## src/rtl/fpec_pkg.sv

```systemverilog
// ----------------------------------------------------------------------------
// Flash program/erase controller package
// Shared types, register offsets, unlock keys and sizes for the controller.
// ----------------------------------------------------------------------------
package fpec_pkg;

  localparam int FLASH_WORDS = 1024;
  localparam int PAGE_WORDS  = 64;
  localparam int WORD_AW     = $clog2(FLASH_WORDS);
  localparam int PAGE_AW     = $clog2(PAGE_WORDS);
  localparam int CNT_W       = 12;
  localparam int PTICK_W     = 8;
  localparam int CFG_IDX_W   = 1;
  localparam int CFG_DATA_W  = 12;

  localparam logic [2:0] ACT_REG_WRITE   = 3'd0;
  localparam logic [2:0] ACT_REG_READ    = 3'd1;
  localparam logic [2:0] ACT_FLASH_WRITE = 3'd2;
  localparam logic [2:0] ACT_FLASH_READ  = 3'd3;
  localparam logic [2:0] ACT_TICK        = 3'd4;

  localparam logic [2:0] REG_ACR     = 3'd0;
  localparam logic [2:0] REG_PECR    = 3'd1;
  localparam logic [2:0] REG_PEKEYR  = 3'd3;
  localparam logic [2:0] REG_PRGKEYR = 3'd4;
  localparam logic [2:0] REG_SR      = 3'd6;

  localparam logic [CFG_IDX_W-1:0] CFG_PROGRAM_TICKS = 1'd0;
  localparam logic [CFG_IDX_W-1:0] CFG_ERASE_TICKS   = 1'd1;

  localparam logic [31:0] KEY_PE1  = 32'h89AB_CDEF;
  localparam logic [31:0] KEY_PE2  = 32'h0203_0405;
  localparam logic [31:0] KEY_PRG1 = 32'h8C9D_AEBF;
  localparam logic [31:0] KEY_PRG2 = 32'h1314_1516;

  localparam logic [1:0] MODE_ERASE = 2'b11;

  typedef struct packed {
    logic [2:0]         action;
    logic [2:0]         reg_index;
    logic [WORD_AW-1:0] word_index;
    logic [31:0]        write_data;
  } fpec_req_t;

  typedef struct packed {
    logic [31:0] read_data;
    logic        busy_res;
  } fpec_rsp_t;

  typedef struct packed {
    logic sizerr;
    logic pgaerr;
    logic wrperr;
    logic eop;
    logic busy;
  } fpec_flags_t;

  typedef struct packed {
    logic accept;
    logic exec;
    logic clear_step;
    logic erase_step;
  } fpec_cmd_t;

  typedef struct packed {
    logic erase_go;
    logic clear_last;
    logic page_last;
  } fpec_stat_t;

endpackage

```

## src/rtl/fpec_ctrl.sv

```systemverilog
// ----------------------------------------------------------------------------
// Flash program/erase controller sequencer
// Walks each transaction through accept and execute steps, adds a page sweep
// step for a page erase, and runs the array clearing pass after reset.
// ----------------------------------------------------------------------------
module fpec_ctrl
  import fpec_pkg::*;
(
  input  logic       clk,
  input  logic       rst,
  input  logic       req_valid,
  output logic       req_stall,
  output logic       rsp_valid,
  input  logic       rsp_stall,
  input  fpec_stat_t stat,
  output fpec_cmd_t  cmd
);

  typedef enum logic [3:0] {
    ST_CLEAR = 4'b0001,
    ST_IDLE  = 4'b0010,
    ST_EXEC  = 4'b0100,
    ST_ERASE = 4'b1000
  } state_t;

  state_t state;
  state_t state_next;
  logic   rsp_valid_next;
  logic   out_free;

  assign out_free  = !rsp_valid || !rsp_stall;
  assign req_stall = (state != ST_IDLE);

  always_comb begin
    state_next     = state;
    rsp_valid_next = rsp_valid && rsp_stall;
    cmd            = '0;
    case (state)
      ST_CLEAR: begin
        cmd.clear_step = 1'b1;
        if (stat.clear_last) begin
          state_next = ST_IDLE;
        end
      end
      ST_IDLE: begin
        if (req_valid) begin
          cmd.accept = 1'b1;
          state_next = ST_EXEC;
        end
      end
      ST_EXEC: begin
        if (out_free) begin
          cmd.exec       = 1'b1;
          rsp_valid_next = 1'b1;
          state_next     = stat.erase_go ? ST_ERASE : ST_IDLE;
        end
      end
      ST_ERASE: begin
        cmd.erase_step = 1'b1;
        if (stat.page_last) begin
          state_next = ST_IDLE;
        end
      end
      default: begin
        state_next = ST_CLEAR;
      end
    endcase
  end

  always_ff @(posedge clk) begin
    if (rst) begin
      state     <= ST_CLEAR;
      rsp_valid <= 1'b0;
    end else begin
      state     <= state_next;
      rsp_valid <= rsp_valid_next;
    end
  end

endmodule

```

## config.mk

```make
export PLATFORM = sky130hd
export DESIGN_NAME = fpec_ctrl
export DESIGN_NICKNAME = d
export VERILOG_FILES = /design/src/rtl/fpec_pkg.sv /design/src/rtl/fpec_ctrl.sv
export SDC_FILE = /design/constraint.sdc
export NUM_CORES = 1
export LEC_CHECK = 0
export ABC_AREA = 1
export BUFFER_PORTS_ARGS = -buffer_cell sky130_fd_sc_hd__buf_2
export CORE_AREA = 2 2 39 41
export CTS_CLUSTER_DIAMETER = 80
export CTS_CLUSTER_SIZE = 30
export DETAILED_ROUTE_END_ITERATION = 8
export DIE_AREA = 0 0 41 43
export GPL_TIMING_DRIVEN = 0
export PLACE_DENSITY = 0.5
export SLEW_MARGIN = 10
export SYNTH_ARGS = -nofsm -noshare
export SYNTH_HDL_FRONTEND = slang
export SYNTH_SLANG_ARGS = --single-unit
```

## constraint.sdc

```tcl
create_clock -name clk -period 2.7 [get_ports clk]
set_input_delay 0.54 -clock clk [delete_from_list [all_inputs] [get_ports clk]]
set_output_delay 0.54 -clock clk [all_outputs]
set_load 0.02 [all_outputs]
```

-- Yosys cells after proc, flatten, opt, wreduce, memory -nomap -nowiden
Cells that the tools add are included.
Widths: inputs -> output; s select.
- magnitude comparators: 0
- muxes and demuxes: 14
- bitwise logic cells: 0
- shift operators: 0
- add/sub/neg operators: 0
- eq/ne operators: 9
- div/mod/pow operators: 0
- reduce and logical (&&, ||, !) cells: 5
- multipliers: 0
- operators with widths (operator ; count):
    $mux 4 ; 5
    $pmux 4 s4 ; 1
    $mux 1 ; 8
    $ne 2x2->1 const B ; 4
    $eq 4x1->1 const B ; 1
    $eq 4x2->1 const B ; 1
    $eq 4x3->1 const B ; 1
    $eq 4x4->1 const B ; 1
    $ne 4x2->1 const B ; 1
    $reduce_and 4->1 ; 1
    $logic_not 1->1 ; 2
    $logic_and 1x1->1 ; 1
    $logic_or 1x1->1 ; 1
- latch bits: 0
- input port bits: 7
- memory bits (read-only): 0
- output and inout port bits: 6
- memories kept: 0
- flip-flop bits (word level): 5
- RAM bits: 0

-- Logic depth before layout (Yosys ltp)
Gate-level depths: netlist of the first run.
- depth in word-level cells: 4
- depth in mapped cells: 8
- depth with buffers taken out: 8

-- Worst setup path before layout of the first run
No wires, ideal clock.
- path kind: input to output
- from: input port rsp_stall
- to: output port cmd[2] (netlist bit)
- path buffers: 0
- slack: 1210 ps
- required time: 2160 ps
- data arrival time: 950 ps
- stages: 3
- path through: nand2_1 inv_1 nor2_1
- RTL lines (item ; line ; text):
    from (decl) ; fpec_ctrl.sv:14 ; input logic rsp_stall,
    to (decl) ; fpec_ctrl.sv:16 ; output fpec_cmd_t cmd

==> reports/results.ini, run 1 <==
[clocking]
clock_latency_ns = 0.24
cts_resized = 0
hold_buffers = 0
cts_htree_levels = 1
cts_sinks = 5
cts_setup_buffers = 0
clk_path_buf_depth = 2
cts.reportedPaths.clkPinSlew_ns = 0.04
cts_buffers = 3
cts_tree = built
cts_root_buffer = clkbuf_4

[sta]
fmax_mhz = 573
rsz0062_at_grt = false
skew_ns = 0.00131
hold_violations = 0
tightest_slew_ns = 0.245
fin_crit_ns = 1.74
period_share_pct = 64.6
setup_viol = 0
slew_viol_final = 0
slew-limit-headroom_pct = 83.7
fin_ws_ns = 0.956
fin_setup_tns_ns = 0

[setup_path]
cp_data_required_time_ns = 2.16
crit_end = cmd[3]
rr_worst_depth = 6
crit_fanout = 4
r2r_start = state[1]
cp.arrival_ns = 1.20
worst_setup_path_start_kind = flop
endpoint_kind = primary output
rr_endpoint = state[3]
r2r_slack_ns = 1.60
startpoint = state[3]
critical_path_class = reg -> out

[route]
viasPerCell = 4.02
first_pass_iters = 1
drc = 0
ant_nets = 0
routedWlPerCell_um = 7.78
drt-initial-drc-count = 0
wirelength_um = 661
num_vias = 342

[synth]
syn-num-nets = 60
synth_compound_area_share_pct = 3.01
synth_xor_area_share_pct = 0
yosysTopAreaCell = dfxtp_1
synth_top_family_by_area = simple AND/OR/NAND/NOR gates
ys_seq_area_share_pct = 30.1
synth_fa_ha_area_share_pct = 0
synth_seq_cells = 5
synth_area_per_cell_sq_um = 6.28
synth.area.top_cells = dfxtp_1 (30%), nor2_2 (17%), inv_1 (12%), nand2_1 (10%), nor2_1 (6.8%)
synthMuxAreaShare_pct = 0
yosys_warnings = 0
synth-simple-area-share_pct = 53.4
netlist_instances = 53
syn_area_sq_um = 333
synth_cell_type_count = 11
synth_top_area_share_pct = 30.1

[pwr]
ir_worst_vdd_mv = 0.198
power_frac_seq_pct = 28.8
internal_power_mw = 0.220
total_power_mw = 0.403
power_frac_comb_pct = 49.4
swShare_pct = 45.4
power_leakage_nw = 0.254
switchingPower_mw = 0.183
powerDensity_mw_per_mm2 = 918
p_clk_share_pct = 21.8

[layout]
area_growth_pct = 32.0
layout.nets = 77
drive_gt1_share_pct = 43.5
diodes = 0
final_cells = 85
fin_util_pct = 31.7

[placed_design]
place_ws_ns = 1.15
portBuffers = 12
dp.cells = 81
dp_hpwl_um = 575
gp_congestion = 0.694

[min_path]
hold_depth = 2
hold_path_class = in -> reg

[run_status]
status = finished, final reports clean

[floorplanning]
ioPinCount = 13
die_w_um = 41
coreArea_sq_mm = 0.00138
start_util_pct = 24.1
fp.dieH_um = 43
dieArea_sq_mm = 0.00176
rows = 14

[run]
cap_viol_max_count = 0

[grt]
grt.total_usage_pct = 9.24
grt_pass1_wl_um = 1040
grt_max_degree = 6
overflow = 0
antenna_found_initial = 0
grt_pass1_vias = 292

==> worst max-delay path, stage by stage, from the launching register on <==
cell,delay [ns]
dfxtp_1,0.35
nor2_2,0.22
nand2_2,0.10
nor2_2,0.12
buf_2,0.18
==> power by group through the flow <==
stage / Combinational [mW] / Sequential, mW / Clock (mW)
finish: 0.199 / 0.116 / 0.0879
global placement: 0.201 / 0.117 / 0
CTS: 0.203 / 0.116 / 0.0934
detailed placement: 0.202 / 0.118 / 0
global route: 0.220 / 0.119 / 0.0983
floorplan: 0.160 / 0.114 / 0
==> synth_stat cells <==
cell and number:
nand3_1 4, inv_1 11, dfxtp_1 5, nand3_2 2, nand2_1 9, nor2_1 6
nor2_2 9, nand4_1 1, a21oi_1 2, inv_2 1, nand2_2 3
==> kinds of logic after synthesis <==
family	Yosys count
compound gates	2
simple gates	34
flops	5
buf+inv	12
==> state kept, by name, summed over array words and instances, names as in the netlist <==
signal and flops:
rsp_valid 1, state 4
==> layer usage <==
| layer | GRT usage (%) | vias to the layer above | part of all wire, % |
|---|---|---|---|
| met3 | 1.57 | 2 | 3.6 |
| met2 | 12.5 | 8 | 47 |
| met5 | 0 | - | 0 |
| met1 | 9.97 | 142 | 46 |
| li1 | - | 190 | - |
| met4 | 12.0 | 0 | 3.8 |
==> area by class of cell <==
| cell class | count | area (sq um) |
|---|---|---|
| fill | 164 | 945 |
| multi-input combinational | 36 | 188 |
| sequential | 5 | 100 |
| timing repair buffer | 12 | 60.1 |
| tap | 16 | 20.0 |
| clock buffer | 4 | 26.3 |
| inverter | 12 | 45.0 |
==> cell usage in the layout (no fill, tap or decap) <==
master    netlist  routed
a21oi_1         2       2
clkbuf_1        0       1
buf_2           0      12
dfxtp_1         5       5
inv_2           1       1
nor2_1          6       6
nand4_1         1       1
nand2_1         9       9
nand2_2         3       3
clkbuf_4        0       3
nand3_1         4       4
nor2_2          9       9
inv_1          11      11
nand3_2         2       2
==> per-stage QoR <==
step                hold WS [ns]  instance area (sq um)
CTS                        0.473                    439
finish                     0.480                    439
global placement           0.475                    413
detailed placement         0.479                    413
floorplan                  0.529                    333
global route               0.484                    439
==> how the worst min path moves through the flow <==
stage | from | end | slack [ns]
6_report | rst | state[2] | 0.48
5_1_grt | rst | state[2] | 0.48
4_1_cts | rst | state[2] | 0.47
3_5_place_dp | rsp_valid | rsp_valid | 0.48
3_3_place_gp | rsp_valid | rsp_valid | 0.47
2_1_floorplan | state[1] | state[1] | 0.53
No activity file was read; power rests on OpenSTA's default activity.
==> run 2: changes to the inputs <==
Settings changed: ABC_AREA 1 to 0.
Clock period 2.7 ns to 1.8 ns, I/O delays scaled along.
==> reports/results.ini, run 2 <==
[floorplanning]
dieArea_sq_mm = 0.00176
start_util_pct = 24.2
die_w_um = 41
rows = 14
ioPinCount = 13
coreArea_sq_mm = 0.00138
fp.dieH_um = 43

[sta]
rsz0062_at_grt = true
tightest_slew_ns = 0.350
holdWs_ns = 0.339
fin_crit_ns = 1.78
slew_viol_final = 0
period_share_pct = 98.6
setup_viol = 0
fmax_mhz = 563
hold_violations = 0
fin_ws_ns = 0.0249
skew_ns = 0.00295
slew-limit-headroom_pct = 76.4

[synth]
yosysTopAreaCell = dfxtp_1
synth_seq_cells = 5
synth_top_area_share_pct = 29.9
synth_edf_count = 0
syn_area_sq_um = 335
synth.area.top_cells = dfxtp_1 (30%), a21oi_4 (4.9%), o21ai_0 (4.5%), nor3b_1 (4.5%), nor4b_2 (4.5%)
netlist_instances = 38
synthTopCellsByCount = dfxtp_1 (5), inv_1 (3), o21ai_0 (3)
synth_flop_cell = dfxtp_1
ys_seq_area_share_pct = 29.9
synthArstFlopShare_pct = 0
yosys_warnings = 0
syn-num-nets = 45
yosys.cell_count.top_type = dfxtp_1
synth_cell_type_count = 24
synth_area_per_cell_sq_um = 8.82

[run]
cap_viol_max_count = 0

[pwr]
power_frac_comb_pct = 32.0
switchingPower_mw = 0.132
internal_power_mw = 0.264
power_frac_seq_pct = 33.3
power_leakage_nw = 0.202
p_clk_share_pct = 34.7
ir_worst_vdd_mv = 0.199
total_power_mw = 0.396
powerDensity_mw_per_mm2 = 822
swShare_pct = 33.4

[setup_path]
critical_path_class = reg -> out
cp.arrival_ns = 1.42
endpoint_kind = primary output
crit_fanout = 2
worst_setup_path_start_kind = flop
cp_data_required_time_ns = 1.44

[grt]
grt_max_degree = 11
antenna_found_initial = 0
grt_pass1_wl_um = 1280
grt.total_usage_pct = 11.2
overflow = 0
grt_pass1_vias = 315

[placed_design]
place_area_sq_um = 415
dp_hpwl_um = 597
place_ws_ns = 0.127
gp_congestion = 0.621
portBuffers = 12

[clocking]
hold_buffers = 0
clock_latency_ns = 0.25
cts_sinks = 5
cts_buffers = 3
cts_root_buffer = clkbuf_4
cts_htree_levels = 1
cts.reportedPaths.clkPinSlew_ns = 0.05
clk_path_buf_depth = 2
cts_tree = built

[route]
first_pass_iters = 2
num_vias = 349
wirelength_um = 830
drc = 0
routedWlPerCell_um = 11.4
ant_nets = 0
drt-initial-drc-count = 2
viasPerCell = 4.78

[run_status]
status = finished, final reports clean

[layout]
diodes = 0
n_fill_cell = 153
top_regs = state (4), rsp_valid (1)
final_area_sq_um = 482
drive_gt1_share_pct = 56.1
layout.nets = 65
final_common_cell = buf_2
area_growth_pct = 43.7
final_cell_mix = buf_2 (11), buf_4 (4)
largest_reg_flops = 4
regMostFlops = state

[min_path]
hold_path_class = in -> reg

-- run 2: cell count changes after synthesis, sizes merged, moves of 2 or more --
cell   before  now
inv        12    3
nand3       6    1
nor3b       0    2
and3        0    2
nor2       15    3
nand2      12    2
o21ai       0    4
nor2b       0    2
nor3        0    2
-- run 2: power groups by stage --
stage	clock network (mW)	registers, mW	logic, mW
CTS	0.142	0.133	0.125
global placement	0	0.143	0.0961
finish	0.137	0.132	0.127
detailed placement	0	0.143	0.0973
floorplan	0	0.137	0.0693
global route	0.149	0.133	0.140
-- run 2: layout make-up --
type                    count  area, sq um  area share, %
multi-input cells          29          215           44.7
flip-flops and latches      5          113           23.4
repair buffers             16         96.3           20.0
clock buffers               4         26.3           5.45
well taps                  16         20.0           4.16
inverters                   3         11.3           2.34
-- run 2: through the flow --
stage / util [%] / setup TNS (ns) / cells
after floorplan: - / 0 / 38
after global placement: 30.0 / 0 / 66
after detailed placement: 30.0 / 0 / 66
after CTS: 33.9 / -0.00710 / 72
after global routing: 34.8 / -0.0114 / 73
final: 34.8 / 0 / 73
-- run 2: timing repair --
item	4_1_cts	5_1_grt
pin swaps	1	1
setup buffers	3	1
cloned	0	0
gates resized for setup	8	2
setup endpoints to repair	1	3
-- run 2: worst max-delay path, cell delays in order (launching register included) --
cell and delay [ns]:
dfxtp_4 0.33, or4b_4 0.55, a21oi_4 0.14, buf_6 0.13
-- run 2: kinds of logic after synthesis --
family | Yosys count | share of synthesized area (%)
AO/OA/AOI/OAI | 12 | 28.0
buffers and inverters | 4 | 6.72
flip-flops | 5 | 29.9
AND/OR/NAND/NOR | 17 | 35.4
-- run 2: routing by layer --
layer	track usage (%)	wire (um)	up-vias
met2	15.9	417	8
met5	0	0	-
met1	12.9	344	162
met4	10.0	23	0
met3	3.14	44	3
li1	-	-	176
-- run 2: path summary, 6_finish.rpt --
check,start,end,cells after the start,slack (ns)
max,state[1],cmd[2],3,0.02
min,rst,rsp_valid,2,0.34
max reg2reg,state[1],state[1],5,0.36
min reg2reg,rsp_valid,rsp_valid,2,0.56
